### src/vzz_pkg.sv
package vzz_pkg;

  localparam int unsigned ValueW = 64;

  localparam logic [6:0] GroupMask = 7'h7F;
  localparam int unsigned ContBit = 7;
  localparam logic [3:0] LastGroup = 4'd9;
  localparam logic [6:0] GroupBits = 7'd7;

  // one decoded result, zigzag not yet applied
  typedef struct packed {
    logic [ValueW-1:0] value;
    logic              error;
  } result_t;

  function automatic logic [ValueW-1:0] zigzag_decode(input logic [ValueW-1:0] v);
    zigzag_decode = (v >> 1) ^ {ValueW{v[0]}};
  endfunction

endpackage

### src/vzz_front.sv
module vzz_front
  import vzz_pkg::*;
(
  input  logic       clk_i,
  input  logic       rst_ni,
  input  logic       push,
  output logic       full,
  input  logic [7:0] data_byte_i,
  input  logic       buffer_end_i,
  input  logic       new_buffer_i,
  input  logic       q_full_i,
  output logic       q_push_o,
  output result_t    q_entry_o
);

  logic [ValueW-1:0] acc_q, acc_d;
  logic [3:0]        cnt_q, cnt_d;
  logic              failed_q, failed_d;

  logic [ValueW-1:0] acc_base, acc_new;
  logic [3:0]        cnt_base;
  logic              fail_base;
  logic              accept;

  assign full   = q_full_i;
  assign accept = push && !q_full_i;

  always_comb begin
    acc_base  = new_buffer_i ? '0 : acc_q;
    cnt_base  = new_buffer_i ? '0 : cnt_q;
    fail_base = new_buffer_i ? 1'b0 : failed_q;
    if (cnt_base > LastGroup) begin
      cnt_base = '0;
    end
    acc_new = acc_base |
              ({{(ValueW-7){1'b0}}, data_byte_i[6:0] & GroupMask} << (7'(cnt_base) * GroupBits));

    acc_d           = acc_q;
    cnt_d           = cnt_q;
    failed_d        = failed_q;
    q_push_o        = 1'b0;
    q_entry_o.value = acc_new;
    q_entry_o.error = 1'b0;

    if (accept) begin
      acc_d    = acc_base;
      cnt_d    = cnt_base;
      failed_d = fail_base;
      if (!fail_base) begin
        if (cnt_base == LastGroup && data_byte_i > 8'd1) begin
          // overflow on the tenth byte
          failed_d        = 1'b1;
          acc_d           = '0;
          cnt_d           = '0;
          q_push_o        = 1'b1;
          q_entry_o.value = '0;
          q_entry_o.error = 1'b1;
        end else if (!data_byte_i[ContBit]) begin
          acc_d    = '0;
          cnt_d    = '0;
          q_push_o = 1'b1;
        end else if (buffer_end_i) begin
          // truncation: continuation byte at buffer end
          failed_d        = 1'b1;
          acc_d           = '0;
          cnt_d           = '0;
          q_push_o        = 1'b1;
          q_entry_o.value = '0;
          q_entry_o.error = 1'b1;
        end else begin
          acc_d = acc_new;
          cnt_d = cnt_base + 4'd1;
        end
      end
    end
  end

  always_ff @(posedge clk_i or negedge rst_ni) begin
    if (!rst_ni) begin
      acc_q    <= '0;
      cnt_q    <= '0;
      failed_q <= 1'b0;
    end else begin
      acc_q    <= acc_d;
      cnt_q    <= cnt_d;
      failed_q <= failed_d;
    end
  end

endmodule

### src/vzz_fifo.sv
module vzz_fifo
  import vzz_pkg::*;
#(
  parameter int unsigned DEPTH = 2
) (
  input  logic    clk_i,
  input  logic    rst_ni,
  input  logic    push_i,
  input  result_t entry_i,
  output logic    full_o,
  input  logic    pop_i,
  output result_t entry_o,
  output logic    empty_o
);

  localparam int unsigned PtrW = $clog2(DEPTH);
  localparam int unsigned CntW = $clog2(DEPTH + 1);

  result_t         mem_q [DEPTH];
  logic [PtrW-1:0] wr_ptr_q, rd_ptr_q;
  logic [CntW-1:0] cnt_q;
  logic            do_push, do_pop;

  assign full_o  = (cnt_q == CntW'(DEPTH));
  assign empty_o = (cnt_q == '0);
  assign do_push = push_i && !full_o;
  assign do_pop  = pop_i && !empty_o;
  assign entry_o = mem_q[rd_ptr_q];

  function automatic logic [PtrW-1:0] ptr_inc(input logic [PtrW-1:0] p);
    ptr_inc = (p == PtrW'(DEPTH - 1)) ? '0 : p + 1'b1;
  endfunction

  always_ff @(posedge clk_i) begin
    if (do_push) begin
      mem_q[wr_ptr_q] <= entry_i;
    end
  end

  always_ff @(posedge clk_i or negedge rst_ni) begin
    if (!rst_ni) begin
      wr_ptr_q <= '0;
      rd_ptr_q <= '0;
      cnt_q    <= '0;
    end else begin
      if (do_push) begin
        wr_ptr_q <= ptr_inc(wr_ptr_q);
      end
      if (do_pop) begin
        rd_ptr_q <= ptr_inc(rd_ptr_q);
      end
      if (do_push && !do_pop) begin
        cnt_q <= cnt_q + 1'b1;
      end else if (do_pop && !do_push) begin
        cnt_q <= cnt_q - 1'b1;
      end
    end
  end

endmodule

### src/vzz_back.sv
module vzz_back
  import vzz_pkg::*;
(
  input  logic              clk_i,
  input  logic              rst_ni,
  input  logic              signed_mode_i,
  input  result_t           q_entry_i,
  input  logic              q_empty_i,
  output logic              q_pop_o,
  output logic              empty,
  input  logic              pop,
  output logic [ValueW-1:0] value_bits_o,
  output logic              error_o
);

  logic              out_valid_q;
  logic [ValueW-1:0] out_value_q;
  logic              out_error_q;

  // refill the output stage when it is free or being drained
  assign q_pop_o      = !q_empty_i && (!out_valid_q || pop);
  assign empty        = !out_valid_q;
  assign value_bits_o = out_value_q;
  assign error_o      = out_error_q;

  always_ff @(posedge clk_i or negedge rst_ni) begin
    if (!rst_ni) begin
      out_valid_q <= 1'b0;
    end else if (q_pop_o) begin
      out_valid_q <= 1'b1;
    end else if (pop) begin
      out_valid_q <= 1'b0;
    end
  end

  always_ff @(posedge clk_i) begin
    if (q_pop_o) begin
      out_value_q <= signed_mode_i ? zigzag_decode(q_entry_i.value) : q_entry_i.value;
      out_error_q <= q_entry_i.error;
    end
  end

endmodule

### src/varint_zigzag_decoder.sv
// Channel  Handshake                 Payload
// input    push / full               data_byte_i, buffer_end_i, new_buffer_i
// result   empty / pop               value_bits_o, error_o
// config   cfg_valid_i / cfg_ready_o cfg_data_i (signed_mode, bit 0)
//
// One byte per cycle while full is low: the accumulator update is a single shift-or per byte.
// The edge that accepts the last byte writes the front queue; the output register loads
// from the queue when it is empty or being popped, so pop can stall the result there.
// Throughput is one transaction a cycle while full is low.
// Reset clears accumulator, group count, failure flag, signed_mode and queues.
// full rises only when the FIFO_DEPTH-entry queue is full behind a stalled pop.
module varint_zigzag_decoder
  import vzz_pkg::*;
#(
  parameter int unsigned FIFO_DEPTH = 2
) (
  input  logic              clk_i,
  input  logic              rst_ni,
  input  logic              push,
  output logic              full,
  input  logic [7:0]        data_byte_i,
  input  logic              buffer_end_i,
  input  logic              new_buffer_i,
  output logic              empty,
  input  logic              pop,
  output logic [ValueW-1:0] value_bits_o,
  output logic              error_o,
  input  logic              cfg_valid_i,
  output logic              cfg_ready_o,
  input  logic              cfg_data_i
);

  logic    signed_mode_q;
  logic    q_push, q_full, q_pop, q_empty;
  result_t q_wr_entry, q_rd_entry;

  assign cfg_ready_o = 1'b1;

  always_ff @(posedge clk_i or negedge rst_ni) begin
    if (!rst_ni) begin
      signed_mode_q <= 1'b0;
    end else if (cfg_valid_i && cfg_ready_o) begin
      signed_mode_q <= cfg_data_i;
    end
  end

  vzz_front u_front (
    .clk_i        (clk_i),
    .rst_ni       (rst_ni),
    .push         (push),
    .full         (full),
    .data_byte_i  (data_byte_i),
    .buffer_end_i (buffer_end_i),
    .new_buffer_i (new_buffer_i),
    .q_full_i     (q_full),
    .q_push_o     (q_push),
    .q_entry_o    (q_wr_entry)
  );

  vzz_fifo #(
    .DEPTH (FIFO_DEPTH)
  ) u_fifo (
    .clk_i   (clk_i),
    .rst_ni  (rst_ni),
    .push_i  (q_push),
    .entry_i (q_wr_entry),
    .full_o  (q_full),
    .pop_i   (q_pop),
    .entry_o (q_rd_entry),
    .empty_o (q_empty)
  );

  vzz_back u_back (
    .clk_i         (clk_i),
    .rst_ni        (rst_ni),
    .signed_mode_i (signed_mode_q),
    .q_entry_i     (q_rd_entry),
    .q_empty_i     (q_empty),
    .q_pop_o       (q_pop),
    .empty         (empty),
    .pop           (pop),
    .value_bits_o  (value_bits_o),
    .error_o       (error_o)
  );

endmodule

### config.mk
export PLATFORM = sky130hd
export DESIGN_NAME = varint_zigzag_decoder
export DESIGN_NICKNAME = d
export VERILOG_FILES = /design/src/vzz_pkg.sv /design/src/vzz_front.sv /design/src/vzz_fifo.sv /design/src/vzz_back.sv /design/src/varint_zigzag_decoder.sv
export SDC_FILE = /design/constraint.sdc
export NUM_CORES = 1
export LEC_CHECK = 0
export BUFFER_PORTS_ARGS = -buffer_cell sky130_fd_sc_hd__buf_2
export CAP_MARGIN = 15
export CELL_PAD_IN_SITES_DETAIL_PLACEMENT = 1
export CELL_PAD_IN_SITES_GLOBAL_PLACEMENT = 1
export CORE_MARGIN = 2
export CORE_UTILIZATION = 54
export DETAILED_ROUTE_END_ITERATION = 8
export GPL_TIMING_DRIVEN = 1
export HOLD_SLACK_MARGIN = 0.02
export PLACE_DENSITY = 0.92
export SKIP_CTS_REPAIR_TIMING = 1
export SYNTH_ARGS = -nofsm -noshare
export SYNTH_HDL_FRONTEND = slang
export SYNTH_SLANG_ARGS = --single-unit
### constraint.sdc
create_clock -name clk_i -period 9.9 [get_ports clk_i]
set_clock_uncertainty 0.1 [all_clocks]
set_input_delay 0.99 -clock clk_i [delete_from_list [all_inputs] [get_ports clk_i]]
set_output_delay 0.99 -clock clk_i [all_outputs]
set_load 0.03 [all_outputs]
==> results of run 1 <==
-- where the power goes --
part	total, uW	switching (uW)	internal, uW	leakage, uW
Sequential	1730	160	1570	0.00288
Clock	1200	457	741	0.000519
Combinational	1390	943	448	0.00207
Total	4320	1560	2760	0.00547
-- cell type report --
class	count	area (sq um)
fill	2075	8210
sequential	270	7740
multi-input combinational	558	4080
clock buffer	37	826
timing repair buffer	93	493
tap	280	350
clock inverter	15	229
inverter	7	26.3
-- flip-flops by register name, indices dropped and copies added (netlist names) --
name,count
u_back.out_valid_q,1
u_fifo.mem_q,130
u_front.failed_q,1
u_fifo.rd_ptr_q,1
u_fifo.wr_ptr_q,1
u_back.value_bits_o,64
u_back.error_o,1
u_front.acc_q,64
u_front.cnt_q,4
u_fifo.cnt_q,2
signed_mode_q,1
-- through the flow --
stage          utilization  instances  total power, uW
4_1_cts              0.626       1260             4340
5_1_grt              0.626       1260             4480
3_3_place_gp         0.578       1208             2980
6_report             0.626       1260             4320
3_5_place_dp         0.578       1208             3090
2_1_floorplan            -        903             2710
-- worst min-delay path by stage --
stage	from	to	slack, ns	cells after the start
2_1_floorplan	u_front.acc_q[10]	u_front.acc_q[10]	0.35	1
3_3_place_gp	u_front.acc_q[46]	u_front.acc_q[46]	0.36	1
3_5_place_dp	u_front.acc_q[45]	u_front.acc_q[45]	0.37	1
4_1_cts	u_front.acc_q[43]	u_front.acc_q[43]	0.39	1
5_1_grt	u_front.acc_q[48]	u_front.acc_q[48]	0.41	1
6_report	u_front.acc_q[13]	u_front.acc_q[13]	0.39	1
-- layer usage --
| layer | GRT usage | share of wire | vias up |
|---|---|---|---|
| li1 | - | - | 3413 |
| met1 | 0.356 | 0.37 | 4049 |
| met2 | 0.521 | 0.51 | 456 |
| met3 | 0.0564 | 0.074 | 140 |
| met4 | 0.149 | 0.048 | 0 |
| met5 | 0 | 0 | - |
-- cells in the final DEF (no fill, tap or decap), drive strengths merged, types with 2 or more instances in the layout --
cell type    n
a211o        2
a21o         3
a21oi       78
a22o        11
a31oi        8
a32o         5
and2         4
and3         3
buf         93
bufinv       6
clkbuf      37
clkinv       7
clkinvlp     2
dfrtp       75
edfxtp     195
ha           3
inv          7
mux2         3
mux2i      125
nand2       12
nand2b       6
nand3       11
nor2        72
nor2b       65
nor3        13
nor3b        2
nor4         3
o21ai        4
o2bb2ai     39
or3          2
xnor2       65
xor2         3
-- cells by family (layout without fill, tap and decap cells) --
group / count (synthesis) / in the layout
other: 1 / 1
AND/OR/NAND/NOR: 202 / 202
adder cells (fa/ha/maj): 3 / 3
buffers and inverters: 75 / 152
multiplexers: 128 / 128
XOR/XNOR: 68 / 68
flip-flops: 270 / 270
AO/OA/AOI/OAI: 156 / 156
==> out/qor.txt, run 1 <==
Status -> finished clean
Vias post-DR -> 8058
Slew Limit Fails -> 0
Distinct cells, synth -> 56
CP Capture Point -> u_fifo.mem_q[1][23]
Hold Crit Class -> register to register
Layout cells sized above 1 -> 0.168
DR WL/cell -> 27.5 um
CTS clk-pin slew, worst paths -> 0.06 ns
Critical path required time -> 9.98 ns
Vert. Die Dim -> 154 um
EDFF count, synth -> 195
Final Worst Setup Slack -> 4.95 ns
Seq/Total Area, Yosys -> 0.635
Hpwl dp -> 19.4 mm
Post-synthesis mux area share -> 0.106
Die width -> 154 um
Slowest stage delay, CP -> 0.75 ns
Avg Vias per Cell -> 6.40
First-pass GRT wire length -> 53.9 mm
Post-synth top area cell -> edfxtp_1
Antenna viol nets, final -> 0
Largest family of logic cells by synthesized area -> multiplexers
Fin area -> 13700 sq um
Critical Path Source -> new_buffer_i
CP Class -> input port to register
Setup_tns -> 0 ns
Synthesized area -> 12200 sq um
Pre-CTS setup slack -> 4.67 ns
Full die area -> 23800 sq um
Crit Reg-Reg Endpoint -> u_fifo.mem_q[1][23]
Crit path cell chain -> buf_2 > buf_4 > and2b_1 > nand2b_1 > ha_1 > a21oi_2 > or2b_1 > inv_1 > and2_2 > buf_4
Tot GR Track Use -> 0.299
Power per Cell Area -> 314 nW/um^2
Area Growth Syn to Fin -> 13.0%
Max_slew headroom -> 0.221
Main synth FF type -> edfxtp_1
Launch point of the worst reg-to-reg path -> u_front.cnt_q[1]
CTS Buffer Depth -> 3
H-tree Lvls -> 1
Synth Area in Adders -> 0.00308
Final period util -> 0.500
Pleak -> 0.00547 uW
# rows -> 54
Initial Utilization -> 0.554
WL final -> 34.6 mm
Synthesized area per cell -> 13.5 sq um
CTS tree -> done
Mapped Nets -> 922
Most frequent CP cell -> buf_4
Worst setup EP type -> register
Fin Hold WS -> 0.387 ns
Largest net degree at the start of global routing -> 80
Residual DRC -> 0
Arr. time, crit path -> 5.03 ns
Xor-xnor portion of the synthesized cell area -> 0.0489
Maximum VDD drop -> 0.000210 V
Number of global-route vias before repair -> 8768
Synth Instances -> 903
Post-synth top area share -> 0.481
FF+latch count, synth -> 270
Compound-Gate Fraction of Synth Area -> 0.0860
Number of diodes -> 0
Final min period -> 4.95 ns
CP bufs+invs -> 4
CP Depth -> 10
Synthesis Warnings -> 0
Clock sink count -> 270
Port Buffers -> 82
Critical path's top delay family -> buffers and inverters
# IOs -> 84
Antenna violations before repair -> 0
CTS Root Cell -> clkbuf_16
Critical-path top delay cell -> and2_2
Initial drt markers -> 783
Simple-gate share of the synthesized area -> 0.0889
Ranking of synthesized cells by area -> edfxtp_1 48%, dfrtp_1 15%, mux2i_1 10%
Worst skew pair latency -> 0.55 ns
Final setup viols -> 0
CTS Buf Count -> 28
R2R setup slack -> 5.17 ns
CP startpoint kind -> input port
Final RePlAce weighted congestion -> 0.821
Core Area -> 22000 sq um
Worst Path Max Fanout -> 79
Number of max-cap violations -> 0
FMAX -> 202 MHz
Congestion Overflow GR -> 0
Worst Max-Slew Pin Slew -> 1.17 ns
Most frequent cell after synthesis -> edfxtp_1
Drt pass-1 iters -> 5
Fraction of registers with async set/reset -> 0.278
Unrepaired setup endpoints after global routing -> no
R2R depth -> 9
Fin. Hold Viols -> 0
Nets -> 977
Top cells by count, synth -> 195 x edfxtp_1, 125 x mux2i_1, 77 x a21oi_1, 75 x dfrtp_1, 72 x nor2_1
Placement-stage cell area -> 12700 sq um
No activity file was read; power rests on OpenSTA's default activity.
==> run 2: changes to the inputs <==
--- a/config.mk
+++ b/config.mk
@@ -10,11 +10,11 @@
 export CELL_PAD_IN_SITES_DETAIL_PLACEMENT = 1
 export CELL_PAD_IN_SITES_GLOBAL_PLACEMENT = 1
 export CORE_MARGIN = 2
-export CORE_UTILIZATION = 54
+export CORE_UTILIZATION = 45
 export DETAILED_ROUTE_END_ITERATION = 8
 export GPL_TIMING_DRIVEN = 1
 export HOLD_SLACK_MARGIN = 0.02
-export PLACE_DENSITY = 0.92
+export PLACE_DENSITY = 0.82
 export SKIP_CTS_REPAIR_TIMING = 1
 export SYNTH_ARGS = -nofsm -noshare
 export SYNTH_HDL_FRONTEND = slang
==> constraint.sdc (replaced) <==
create_clock -name clk_i -period 4.2 [get_ports clk_i]
set_clock_uncertainty 0.1 [all_clocks]
set_input_delay 0.42 -clock clk_i [delete_from_list [all_inputs] [get_ports clk_i]]
set_output_delay 0.42 -clock clk_i [all_outputs]
set_load 0.03 [all_outputs]
==> run 2 against run 1 <==
Against the previous run: non-clock buffer count grew 4; combinational power grew 130%; largest cell class unchanged; largest power group unchanged; first-iteration DRC count shrank 41%.
==> out/qor.txt, run 2 (same netlist as run 1, synthesis figures left out) <==
Antenna viol nets, final -> 0 (unchanged)
Critical Path Source -> u_front.cnt_q[1]
DR WL/cell -> 21.1 um (-23%)
Residual DRC -> 0 (unchanged)
Crit Reg-Reg Endpoint -> u_fifo.mem_q[1][23]
Antenna violations before repair -> 0 (unchanged)
Critical path required time -> 4.27 ns (-5.71 ns)
Tot GR Track Use -> 0.199 (-0.0992)
Full die area -> 28400 sq um (+19%)
# IOs -> 84 (unchanged)
Arr. time, crit path -> 3.50 ns (-1.53 ns)
Hold Crit Class -> input port to register
WL final -> 27.9 mm (-19%)
Unrepaired setup endpoints after global routing -> no
Worst Path Max Fanout -> 33 (-58%)
First-pass GRT wire length -> 44.3 mm (-18%)
CP Capture Point -> u_fifo.mem_q[1][23]
Congestion Overflow GR -> 0 (unchanged)
Largest net degree at the start of global routing -> 67 (-16%)
R2R depth -> 9 (unchanged)
Top reg by flops -> u_fifo.mem_q
Power per Cell Area -> 706 nW/um^2 (+120%)
CTS clk-pin slew, worst paths -> 0.07 ns (about the same)
CP Class -> register to register
CTS Root Cell -> clkbuf_16
Final RePlAce weighted congestion -> 0.888 (+8.2%)
Vert. Die Dim -> 168 um (+9.3%)
Vias post-DR -> 7399 (-8.2%)
R2R setup slack -> 0.77 ns (-4.40 ns)
Commonest non-fill, non-tap cell in the layout -> edfxtp_1
Initial Utilization -> 0.455 (-0.0989)
Number of global-route vias before repair -> 7894 (-10%)
Port Buffers -> 82 (unchanged)
Slew Limit Fails -> 0 (unchanged)
Crit path cell chain -> or2_2 > a21o_1 > nor2_1 > ha_1 > a21oi_2 > or2b_1 > inv_1 > and2_2 > buf_4
Die width -> 168 um (+9.3%)
Area Growth Syn to Fin -> 13.3%
Setup_tns -> 0 ns (unchanged)
Maximum VDD drop -> 0.000329 V (+56%)
Status -> finished clean
Fin. Hold Viols -> 0 (unchanged)
Slowest stage delay, CP -> 0.51 ns (-0.24 ns)
Most frequent cells in the layout -> 195 x edfxtp_1, 124 x mux2i_1, 82 x buf_2
Number of max-cap violations -> 0 (unchanged)
CTS Buffer Depth -> 3 (unchanged)
Layout cells sized above 1 -> 0.162 (-0.00629)
Final period util -> 0.817
Clock sink count -> 270 (unchanged)
Nets -> 980 (+0.31%)
Core Area -> 26700 sq um (+22%)
Number of diodes -> 0 (unchanged)
CTS Buf Count -> 27 (-3.6%)
Placed insts -> 1272 (+5.3%)
Launch point of the worst reg-to-reg path -> u_front.cnt_q[1]
Worst Max-Slew Pin Slew -> 1.10 ns (-0.0726 ns)
FMAX -> 291 MHz
Max_slew headroom -> 0.268 (+0.0473)
CTS tree -> done
Avg Vias per Cell -> 5.60 (-12%)
Pleak -> 0.00544 uW (-0.42%)
Worst setup EP type -> register
Worst skew pair latency -> 0.53 ns (-0.02 ns)
# rows -> 60 (+11%)
Critical-path top delay cell -> dfrtp_1
Hpwl dp -> 17.5 mm (-9.7%)
Initial drt markers -> 462 (-41%)
H-tree Lvls -> 1 (unchanged)
Final Non-Filler Cells -> 1322 (+4.9%)
Max FFs per register -> 130 (unchanged)
CP startpoint kind -> register
Drt pass-1 iters -> 4 (-1)
Final min period -> 3.43 ns
Final setup viols -> 0 (unchanged)
## run 2: changes by cell type in the layout (fill, tap and decap cells not counted), sizes merged
cell / before / now
clkinv: 7 / 10
clkbuf: 37 / 31
buf: 93 / 96
dlygate4sd3: 0 / 1
clkinvlp: 2 / 1
inv: 7 / 8
## run 2: final cells by class
cell class | instances | area [sq um]
clock buffer | 31 | 711
clock inverter | 18 | 239
fill | 2667 | 12900
inverter | 7 | 26.3
multi-input combinational | 558 | 4080
sequential | 270 | 7740
tap | 341 | 427
timing repair buffer | 97 | 563
## run 2: how the worst min path moves through the flow
stage / start / end / cells past startpoint
final: cfg_data_i / signed_mode_q / 2
after floorplan: rst_ni / signed_mode_q / 0
after CTS: rst_ni / u_front.cnt_q[1] / 1
after global routing: cfg_data_i / signed_mode_q / 2
after global placement: u_front.acc_q[34] / u_front.acc_q[34] / 1
after detailed placement: u_front.acc_q[13] / u_front.acc_q[13] / 1
## run 2: through the flow
step,area [sq um],worst slack (ns),total power (uW),hold slack [ns],util
floorplan,12200,0.252,6390,0.0244,-
global placement,12800,0.755,7090,0.364,0.480
detailed placement,12800,0.621,7230,0.369,0.480
CTS,13800,0.758,9840,-0.0602,0.516
global route,13800,0.604,10200,0.0422,0.516
finish,13800,0.767,9730,0.0463,0.516
## run 2: layer usage
metal | vias to the layer above | global-route usage | wire length, um
li1 | 3422 | - | -
met5 | - | 0 | 0
met1 | 3737 | 0.249 | 11600
met4 | 0 | 0.0648 | 769
met2 | 180 | 0.357 | 14300
met3 | 60 | 0.0297 | 1290
## run 2: where the power goes
group / leakage [uW] / internal, uW / switching [uW]
Clock: 0.000464 / 1580 / 1000
Combinational: 0.00210 / 1080 / 2150
Sequential: 0.00288 / 3700 / 224
Total: 0.00544 / 6360 / 3380
## run 2: worst max-delay path, delay by kind of cell, from the launching register on
kind / cells / cell delay, ns
buffers and inverters: 2 / 0.75
AO/OA/AOI/OAI: 2 / 0.29
AND/OR/NAND/NOR: 4 / 1.07
flip-flops: 1 / 0.51
adder cells (fa/ha/maj): 1 / 0.31
